### src/sv/tehc_pkg.sv
package tehc_pkg;

  localparam logic [1:0] FMT_HALF   = 2'd0;
  localparam logic [1:0] FMT_SINGLE = 2'd1;
  localparam logic [1:0] FMT_BF16   = 2'd2;
  localparam logic [1:0] FMT_Q8     = 2'd3;

  // Operation picked by the front end for the back end.
  typedef enum logic [1:0] {
    OP_PASS   = 2'd0,
    OP_NARROW = 2'd1,
    OP_QMUL   = 2'd2
  } op_t;

  typedef struct packed {
    op_t         op;
    logic [31:0] bits;   // float bits to narrow, or half bits to pass
    logic [31:0] scale;  // scale for a quant multiply
    logic [7:0]  quant;
    logic        last;
  } work_t;

  // Single-precision bits to half bits, rounding on bit 12 with ties away from zero.
  function automatic logic [15:0] narrow(input logic [31:0] f);
    logic [15:0] sign;
    logic [22:0] mant;
    logic [7:0]  efld;
    logic signed [9:0] e;
    logic [23:0] sm;
    logic [4:0]  sh;
    logic [23:0] rm;
    logic [15:0] res;
    sign = {f[31], 15'd0};
    mant = f[22:0];
    efld = f[30:23];
    e    = $signed({2'b00, efld}) - 10'sd112;
    if (efld == 8'hff) begin
      res = sign | 16'h7c00 | ((mant != 23'd0) ? 16'h0200 : 16'h0000);
    end else if (e >= 10'sd31) begin
      res = sign | 16'h7c00;
    end else if (e <= 10'sd0) begin
      if (e < -10'sd10) begin
        res = sign;
      end else begin
        sh = 5'(10'sd1 - e);
        sm = {1'b1, mant} >> sh;
        if (sm[12]) sm = sm + 24'h2000;
        // A carry into bit 23 turns the subnormal into the smallest normal.
        res = sign | {5'd0, sm[23:13]};
      end
    end else begin
      rm = {1'b0, mant};
      if (mant[12]) begin
        rm = rm + 24'h2000;
        if (rm[23]) begin
          rm = 24'd0;
          e = e + 10'sd1;
        end
      end
      if (e >= 10'sd31) res = sign | 16'h7c00;
      else res = sign | {1'b0, e[4:0], rm[22:13]};
    end
    return res;
  endfunction

  // Half bits to single bits; subnormals normalized by a leading-zero count.
  function automatic logic [31:0] widen_half(input logic [15:0] h);
    logic [4:0]  e;
    logic [9:0]  m;
    logic [3:0]  lz;
    logic [10:0] nm;
    logic [31:0] res;
    e = h[14:10];
    m = h[9:0];
    lz = 4'd0;
    for (int i = 0; i < 10; i++) begin
      if (m[i]) lz = 4'(9 - i);
    end
    nm = {1'b0, m} << (lz + 4'd1);
    if (e == 5'd0) begin
      if (m == 10'd0) res = {h[15], 31'd0};
      else res = {h[15], 8'(8'd113 - 8'(lz) - 8'd1), nm[9:0], 13'd0};
    end else if (e == 5'd31) begin
      res = {h[15], 8'hff, m, 13'd0};
    end else begin
      res = {h[15], 8'(8'(e) + 8'd112), m, 13'd0};
    end
    return res;
  endfunction

endpackage

### src/sv/tehc_front.sv
module tehc_front
  import tehc_pkg::*;
(
  input  logic        clk,
  input  logic        rst_n,
  input  logic [1:0]  source_format,
  input  logic        in_valid,
  output logic        in_stall,
  input  logic [31:0] in_value,
  input  logic        in_is_scale,
  input  logic        in_last_in,
  output logic        q_valid,
  output work_t       q_data,
  input  logic        q_full
);

  logic [31:0] block_scale_r;
  logic        accept;
  logic        scale_item;

  assign in_stall   = q_full;
  assign accept     = in_valid && !q_full;
  assign scale_item = (source_format == FMT_Q8) && in_is_scale;

  always_ff @(posedge clk) begin
    if (!rst_n) begin
      block_scale_r <= 32'd0;
    end else if (accept && scale_item) begin
      block_scale_r <= widen_half(in_value[15:0]);
    end
  end

  always_comb begin
    q_valid = accept && !scale_item;
    q_data.bits  = in_value;
    q_data.scale = block_scale_r;
    q_data.quant = in_value[7:0];
    q_data.last  = in_last_in;
    case (source_format)
      FMT_HALF: begin
        q_data.op   = OP_PASS;
        q_data.bits = {16'd0, in_value[15:0]};
      end
      FMT_SINGLE: q_data.op = OP_NARROW;
      FMT_BF16: begin
        q_data.op   = OP_NARROW;
        q_data.bits = {in_value[15:0], 16'd0};
      end
      default: q_data.op = OP_QMUL;
    endcase
  end

endmodule

### src/sv/tehc_queue.sv
module tehc_queue
  import tehc_pkg::*;
(
  input  logic  clk,
  input  logic  rst_n,
  input  logic  wr_valid,
  input  work_t wr_data,
  output logic  full,
  output logic  rd_valid,
  output work_t rd_data,
  input  logic  rd_ready
);

  work_t       mem_r [2];
  logic        wp_r, rp_r;
  logic [1:0]  cnt_r;
  logic        do_rd;

  assign full     = cnt_r == 2'd2;
  assign rd_valid = cnt_r != 2'd0;
  assign rd_data  = mem_r[rp_r];
  assign do_rd    = rd_valid && rd_ready;

  always_ff @(posedge clk) begin
    if (wr_valid) mem_r[wp_r] <= wr_data;
  end

  always_ff @(posedge clk) begin
    if (!rst_n) begin
      wp_r  <= 1'b0;
      rp_r  <= 1'b0;
      cnt_r <= 2'd0;
    end else begin
      if (wr_valid) wp_r <= !wp_r;
      if (do_rd) rp_r <= !rp_r;
      cnt_r <= cnt_r + 2'(wr_valid) - 2'(do_rd);
    end
  end

endmodule

### src/sv/tehc_back.sv
module tehc_back
  import tehc_pkg::*;
(
  input  logic        clk,
  input  logic        rst_n,
  input  logic        w_valid,
  input  work_t       w_data,
  output logic        w_ready,
  output logic        out_valid,
  input  logic        out_stall,
  output logic [15:0] out_half_value,
  output logic        out_last
);

  // Stage 1: quant magnitude times scale mantissa, or bits for narrowing.
  logic        s1_valid_r;
  op_t         s1_op_r;
  logic [31:0] s1_bits_r;
  logic [31:0] s1_scale_r;
  logic        s1_neg_r;
  logic [7:0]  s1_mag_r;
  logic [31:0] s1_prod_r;
  logic        s1_last_r;

  logic        s1_adv, out_adv;
  logic [7:0]  mag;
  logic [7:0]  e;
  logic [22:0] m;
  logic [31:0] psign, prod_f;
  logic [3:0]  sh;
  logic [8:0]  esum;
  logic [31:0] ps;
  logic [15:0] res;

  assign out_adv = !out_valid || !out_stall;
  assign s1_adv  = !s1_valid_r || out_adv;
  assign w_ready = s1_adv;
  assign mag     = w_data.quant[7] ? 8'(9'd256 - {1'b0, w_data.quant}) : w_data.quant;

  always_ff @(posedge clk) begin
    if (!rst_n) begin
      s1_valid_r <= 1'b0;
    end else if (s1_adv) begin
      s1_valid_r <= w_valid;
    end
  end

  always_ff @(posedge clk) begin
    if (s1_adv && w_valid) begin
      s1_op_r    <= w_data.op;
      s1_bits_r  <= w_data.bits;
      s1_scale_r <= w_data.scale;
      s1_neg_r   <= w_data.quant[7];
      s1_mag_r   <= mag;
      s1_prod_r  <= 32'(mag) * {8'd0, 1'b1, w_data.scale[22:0]};
      s1_last_r  <= w_data.last;
    end
  end

  // Stage 2: normalize the product, then narrow it or the stage-1 bits; half bits pass through.
  always_comb begin
    e     = s1_scale_r[30:23];
    m     = s1_scale_r[22:0];
    psign = {s1_scale_r[31] ^ s1_neg_r, 31'd0};
    sh    = 4'd0;
    for (int i = 0; i < 8; i++) begin
      if (s1_prod_r[24 + i]) sh = 4'(i + 1);
    end
    esum = {1'b0, e} + 9'(sh);
    ps   = s1_prod_r >> sh;
    if (e == 8'hff) begin
      if (m != 23'd0) prod_f = {s1_scale_r[31], 8'hff, 1'b1, m[21:0]} | {9'd0, m};
      else if (s1_mag_r == 8'd0) prod_f = 32'h7fc00000;
      else prod_f = psign | 32'h7f800000;
    end else if (e == 8'd0 || s1_mag_r == 8'd0) begin
      prod_f = psign;
    end else if (esum >= 9'd255) begin
      prod_f = psign | 32'h7f800000;
    end else begin
      prod_f = psign | {1'b0, esum[7:0], ps[22:0]};
    end
    case (s1_op_r)
      OP_PASS:   res = s1_bits_r[15:0];
      OP_NARROW: res = narrow(s1_bits_r);
      default:   res = narrow(prod_f);
    endcase
  end

  always_ff @(posedge clk) begin
    if (!rst_n) begin
      out_valid <= 1'b0;
    end else if (out_adv) begin
      out_valid <= s1_valid_r;
    end
  end

  always_ff @(posedge clk) begin
    if (out_adv && s1_valid_r) begin
      out_half_value <= res;
      out_last       <= s1_last_r;
    end
  end

endmodule

### src/sv/tensor_element_to_half_converter_top.sv
// Converts a stream of weight elements to IEEE half values.
// Input channel: in_valid/in_stall with in_value, in_is_scale, in_last_in.
// Result channel: out_valid/out_stall with out_half_value and out_last.
// cfg_* is an APB-style port; register 0 at address 0 is source_format
// (0 half, 1 single, 2 bfloat16, 3 q8_0). Write it only while idle.
// In q8_0 mode a beat with in_is_scale set loads the block scale and
// produces no result; quants that follow are scaled by it.
// One beat is accepted per cycle while in_stall is low. An accepted beat
// is written into the two-entry queue, then loaded into the 8x24 multiply
// stage, and then its normalize-and-narrow result is loaded into the
// output register.
// When out_stall holds, the output and multiply stages hold, the queue
// fills, and in_stall rises once it has two entries waiting.
// Reset clears the format to half, the scale to +0.0 and all valid bits.
module tensor_element_to_half_converter_top
  import tehc_pkg::*;
(
  input  logic        clk,
  input  logic        rst_n,
  input  logic        cfg_psel,
  input  logic        cfg_penable,
  input  logic        cfg_pwrite,
  input  logic [1:0]  cfg_paddr,
  input  logic [31:0] cfg_pwdata,
  output logic [31:0] cfg_prdata,
  output logic        cfg_pready,
  input  logic        in_valid,
  output logic        in_stall,
  input  logic [31:0] in_value,
  input  logic        in_is_scale,
  input  logic        in_last_in,
  output logic        out_valid,
  input  logic        out_stall,
  output logic [15:0] out_half_value,
  output logic        out_last
);

  logic [1:0] source_format_r;
  logic       q_valid, q_full, w_valid, w_ready;
  work_t      q_data, w_data;

  assign cfg_pready = 1'b1;
  assign cfg_prdata = (cfg_paddr == 2'd0) ? {30'd0, source_format_r} : 32'd0;

  always_ff @(posedge clk) begin
    if (!rst_n) begin
      source_format_r <= FMT_HALF;
    end else if (cfg_psel && cfg_penable && cfg_pwrite && cfg_paddr == 2'd0) begin
      source_format_r <= cfg_pwdata[1:0];
    end
  end

  tehc_front u_front (
    .clk, .rst_n, .source_format(source_format_r),
    .in_valid, .in_stall, .in_value, .in_is_scale, .in_last_in,
    .q_valid, .q_data, .q_full
  );

  tehc_queue u_queue (
    .clk, .rst_n, .wr_valid(q_valid), .wr_data(q_data), .full(q_full),
    .rd_valid(w_valid), .rd_data(w_data), .rd_ready(w_ready)
  );

  tehc_back u_back (
    .clk, .rst_n, .w_valid, .w_data, .w_ready,
    .out_valid, .out_stall, .out_half_value, .out_last
  );

  a_out_hold: assert property (@(posedge clk) disable iff (!rst_n)
    out_valid && out_stall |=> out_valid && $stable(out_half_value))
    else $error("result changed under stall");
  a_no_overflow: assert property (@(posedge clk) disable iff (!rst_n)
    q_full |-> !q_valid)
    else $error("queue written while full");
  a_q8_scale_silent: assert property (@(posedge clk) disable iff (!rst_n)
    in_valid && !in_stall && in_is_scale && source_format_r == FMT_Q8 |-> !q_valid)
    else $error("scale beat produced work");

endmodule

### config.mk
export PLATFORM = sky130hd
export DESIGN_NAME = tensor_element_to_half_converter_top
export DESIGN_NICKNAME = d
export VERILOG_FILES = /design/src/sv/tehc_pkg.sv /design/src/sv/tehc_front.sv /design/src/sv/tehc_queue.sv /design/src/sv/tehc_back.sv /design/src/sv/tensor_element_to_half_converter_top.sv
export SDC_FILE = /design/constraint.sdc
export NUM_CORES = 1
export LEC_CHECK = 0
export BUFFER_PORTS_ARGS = -buffer_cell sky130_fd_sc_hd__buf_4
export CAP_MARGIN = 20
export CORE_MARGIN = 5
export CORE_UTILIZATION = 55
export CTS_CLUSTER_SIZE = 30
export DETAILED_ROUTE_END_ITERATION = 10
export PLACE_DENSITY = 0.84
export SLEW_MARGIN = 10
export SYNTH_ARGS = -nofsm -noshare
export SYNTH_HDL_FRONTEND = slang
export SYNTH_SLANG_ARGS = --single-unit
export TNS_END_PERCENT = 50
### constraint.sdc
create_clock -name clk -period 6.6 [get_ports clk]
set_clock_uncertainty 0.15 [all_clocks]
set_input_delay 0.33 -clock clk [delete_from_list [all_inputs] [get_ports clk]]
set_output_delay 0.33 -clock clk [all_outputs]
set_load 0.005 [all_outputs]
# --- After elaboration in Yosys (flattened, before gate mapping) ---
# Memory sizes are Yosys's and may differ from the RTL's. A register that Yosys moved wholly into a read port is not among the register bits.
# Index checks and enable logic that the tools add are counted.
classes:
  eq_ne: 9
  n_mux: 85
  reduce_logical: 32
  n_shift: 4
  mul: 1
  order_cmp: 9
  add_sub_neg: 18
  n_bitwise: 9
op_table:
  columns: ["operator", "n"]
  rows:
  - ["24-bit two-way mux", 12]
  - ["23-bit two-way mux", 12]
  - ["16-bit two-way mux", 10]
  - ["32-bit two-way mux", 5]
  - ["10-bit two-way mux", 14]
  - ["31-bit two-way mux", 3]
  - ["23-bit nonzero test", 3]
  - ["32-bit case mux with 2 select lines", 1]
  - ["4-bit two-way mux", 13]
  - ["23-bit by 14-bit adder with 24-bit output (second input constant)", 2]
  - ["24-bit by 14-bit adder with 24-bit output (second input constant)", 2]
  - ["24-bit by 5-bit >> shifter with 24-bit output", 2]
  - ["8-bit by 24-bit multiplier with 32-bit output", 1]
  - ["16-bit by 11-bit bitwise OR with 16-bit output", 2]
  - ["16-bit by 15-bit bitwise OR with 16-bit output", 2]
  - ["16-bit bitwise OR", 2]
  - ["32-bit by 23-bit bitwise OR with 32-bit output", 1]
  - ["32-bit by 31-bit bitwise OR with 32-bit output", 1]
  - ["16-bit case mux with 2 select lines", 1]
  - ["32-bit by 4-bit >> shifter with 23-bit output", 1]
  - ["8-bit == test (second input constant)", 3]
  - ["9-bit by 2-bit adder with 10-bit output (second input constant)", 2]
  - ["10-bit by 6-bit >= comparator with 1-bit output (second input constant)", 2]
  - ["9-bit by 6-bit >= comparator with 1-bit output (second input constant)", 2]
  - ["other kinds (32)", 68]
word_totals:
  word_cells: 184
  output_inout_bits: 52
  memories: 1
  ram_bits: 150
  input_bits: 75
  register_bits: 165
memory_table:
  columns: ["memory", "depth", "width", "rd", "rd_clocked_by_memory_dff", "wr", "line_no", "text"]
  rows:
  - ["u_queue.mem_r", 2, 75, 1, 1, 1, "tehc_queue.sv:14", "work_t mem_r [2];"]

# --- Logic depth before layout (Yosys ltp) ---
logic_depth:
  word_depth: 29
  depth_mapped: 28
  ltp_nobuf: 27

# --- By module ---
# From an unflattened synthesis, not the netlist that was laid out.
unflattened:
  hier_cells: 2277
  hier_area_um2: 23445.0
modules_own_cells:
  columns: ["module", "area_per_inst_um2", "seq_area_each_um2", "cells_each", "n_inst"]
  rows:
  - ["tehc_back", 15134.5, 3793.6, 1676, 1]
  - ["tehc_queue", 5858.1, 4604.4, 256, 1]
  - ["tehc_front", 2107.0, 360.3, 300, 1]
  - ["tensor_element_to_half_converter_top", 345.3, 40.0, 45, 1]

# --- Worst setup path after synthesis ---
# No wires, ideal clock.
synth_timing:
  path_type: "flip-flop to flip-flop"
  startpoint: "register with a tool-made name"
  endpoint: "register u_back.s1_prod_r[31] (data pin)"
  arrival_time_ps: 6232
  setup_time_ps: 260
  period_less_slack_ps: 6641
  t_required_ps: 6190
  stages_incl_launch_ff: 21
  n_path_buf: 1
  slack_ps: -41
  path_cell_list: "dfxtp_1 -> clkbuf_1 -> mux2i_1 -> and3_1 -> nand2_1 -> nor3_1 -> nand2_1 -> fa_1 -> fa_1 -> fa_1 -> inv_1 -> fa_1 -> ha_1 -> a21oi_1 -> o21ai_0 -> a21oi_1 -> o21ai_0 -> o41ai_1 -> o2111ai_1 -> a21oi_1 -> xnor2_1"
synth_lines:
  columns: ["item", "line_no", "text"]
  rows:
  - ["end signal, assigned", "tehc_back.sv:55", "s1_prod_r <= 32'(mag) * {8'd0, 1'b1, w_data.scale[22:0]};"]
  - ["end, declared", "tehc_back.sv:22", "logic [31:0] s1_prod_r;"]

==> results.toml <==
[global_routing]
grt_overflow = 0
grt_first_pass_wirelength_um = 73780
grt_pass1_vias = 13950
track_usage_pct = 25.03
grt_start_max_net_pins = 84
antenna_found_initial = 0

[cells_and_area]
ff_latch_area_um2 = 7148
layout_commonest_cell = "edfxtp_1"
nFillCells = 2483
drive_gt1_share_pct = 14.55
mostFrequentLayoutCells = "edfxtp_1 (220), nand2_1 (157), nor2_1 (137)"
area_growth_pct = 11.87
multiInputGateArea_um2 = 9806
antenna_cells = 0
fin_cells = 2298
fin_area_um2 = 19950
layout.nets = 2040

[synthesis]
synth_enable_flop_cells = 220
syn_inst = 1750
synth.yosys.seq_area_share_pct = 40.08
syn_avg_cell_area_um2 = 10.19
synth_area_um2 = 17830
synth_area_leaders = "edfxtp_1 (37%), fa_1 (6.2%), ha_1 (5.1%), nand2_1 (3.3%), mux2_2 (3.2%)"
yosysTopAreaCell = "edfxtp_1"
ys_ff_latch = 247
synthDistinctLibCells = 106
yosys.area.top_type_share_pct = 37.05
ys.flop_type = "edfxtp_1"
yosysWarnings = 0
synth-async-reset-ratio_pct = 0

[sta]
fmax_mhz = 161.4
tightest_slew_ns = 1.065
max_slew_margin_pct = 28.97
slew_viol_final = 0
setup_viol = 0
period_needed_ns = 6.197
whs_ns = 0.02410
fin_crit_sh_pct = 93.89
finalWorstSetupSlack_ns = 0.4032
final-hold-violation-count = 0

[floorplan]
num_rows = 66
die_h_um = 190.1
die_x_um = 190.1
core-area_um2 = 32290
start_util_pct = 55.22
die-area_um2 = 36120
io_pins = 127

[placed_design]
placed_cells = 2217
pre_cts_ws_ns = 0.1540
gp_congestion = 0.9692
dp_hpwl_um = 33470
port_buffers = 65
post_dp_cell_area_um2 = 18730

[clocking]
cts_setup_buffers = 0
clkSlewWorstSetupHoldPaths_ns = 0.06
root_buffer = "clkbuf_16"
clock_latency_ns = 0.54
numCtsBuffers = 25
clockBufferDepth = 3
cts_tree = "built"
htreeDepth = 1
clock_sinks = 247

[setup_path]
cp.arrival_ns = 6.32
path_common_cell = "fa_1"
slowest_stage = "fa_1"
cp_max_fo = 6
crit_chain = "mux2i_1 > and3_1 > nor2_1 > xor2_2 > nor2_1 > fa_1 > fa_1 > inv_1 > fa_1 > fa_1 > inv_1 > ha_1 > inv_1 > o21ai_0 > a21oi_1 > o21ai_0 > a21oi_1 > o21ai_0 > o41ai_2 > o2111ai_1 > a21oi_1 > xnor2_1"
required_ns = 6.73
end_kind = "flip-flop"
cpPeakStageDelay_ns = 0.54
worst_setup_path_start_kind = "flip-flop"
critPathKind = "flip-flop to flip-flop"

[routing]
vias = 14140
wl_per_cell_um = 20.20
antenna_left = 0
routed_wirelength_um = 46430
drt-vias-per-instance = 6.151
drc = 0
drtPass1Iterations = 5
drtIter0Drc = 1642

[worst_hold_path]
hp-class = "input pin to flip-flop"

[flow_run]
cap_viol_max_count = 0

[status]
status = "completed"
==> kinds of logic after synthesis <==
logic type	count (synthesis)	synth area share (%)
other cells	2	0.04212
flops	247	40.08
fa+ha+maj	128	11.30
mux	105	6.315
xor+xnor	69	3.431
compound gates	394	16.71
buf+inv	234	5.824
simple gates	571	16.29
==> repair_timing <==
item                                    CTS  global route
resized for setup                         0             5
endpoints found under the setup margin    0             4
hold buffers                             33             0
endpoints found under the hold margin    63             0
==> per-layer routing <==
metal	vias to the layer above	part of all wire (%)	GRT usage, %
met2	676	48	42.61
met5	-	0	0
met1	6817	41	33.91
met3	108	7.9	3.248
li1	6535	-	-
met4	0	2.9	7.040
==> critical path: cells and delay by family (launching register included) <==
family / cells / cell delay [ns]
AO/OA/AOI/OAI: 8 / 1.64
XOR/XNOR: 2 / 0.42
adder cells (fa/ha/maj): 5 / 2.33
buffers and inverters: 3 / 0.16
flip-flops: 1 / 0.44
multiplexers: 1 / 0.34
AND/OR/NAND/NOR: 3 / 0.44
==> sequential cells by signal (all words and copies together) (netlist names), 8 cells and up, named ones only <==
register and flops:
u_back.out_half_value 16, u_queue.mem_r 122, u_back.s1_prod_r 19, u_back.s1_bits_r 32, u_back.s1_scale_r 18, u_front.block_scale_r 18
u_back.s1_mag_r 8
==> area by class of cell <==
class / instances / share of cell area, %
clock buffer: 33 / 3.494
tap: 442 / 2.772
multi-input combinational: 1298 / 49.16
sequential: 247 / 35.83
clock inverter: 13 / 0.7276
inverter: 127 / 2.390
timing repair buffer: 138 / 5.626
==> final timing paths <==
path	cells after the start	slack, ns	to	from
worst min register to register	0	0.28	u_back.out_last	u_back.s1_last_r
worst min-delay path	2	0.02	u_queue.wp_r	rst_n
worst max-delay path	22	0.40	u_back.s1_prod_r[31]	flip-flop
worst max register to register	22	0.40	u_back.s1_prod_r[31]	flip-flop
==> stage by stage <==
step	TNS, ns	utilization, %
global route	-0.003760	61.78
finish	0	61.78
detailed placement	0	58.02
floorplan	0	-
global placement	0	58.02
CTS	0	61.65
==> Yosys cell counts, drive strengths merged, types with 23 or more instances <==
library cell and n:
a21oi 69, a211oi 23, clkbuf 52, mux2i 54, edfxtp 220, ha 73
xnor2 45, nor2 142, nand3 37, nor3 37, inv 125, mux2 50
nand2 158, fa 55, and2 41, xor2 24, nor2b 27, dfxtp 27
buf 55, o21ai 74
Power is not shown: default switching activity piles up to over one toggle a cycle in this logic, so the estimate is an artifact.
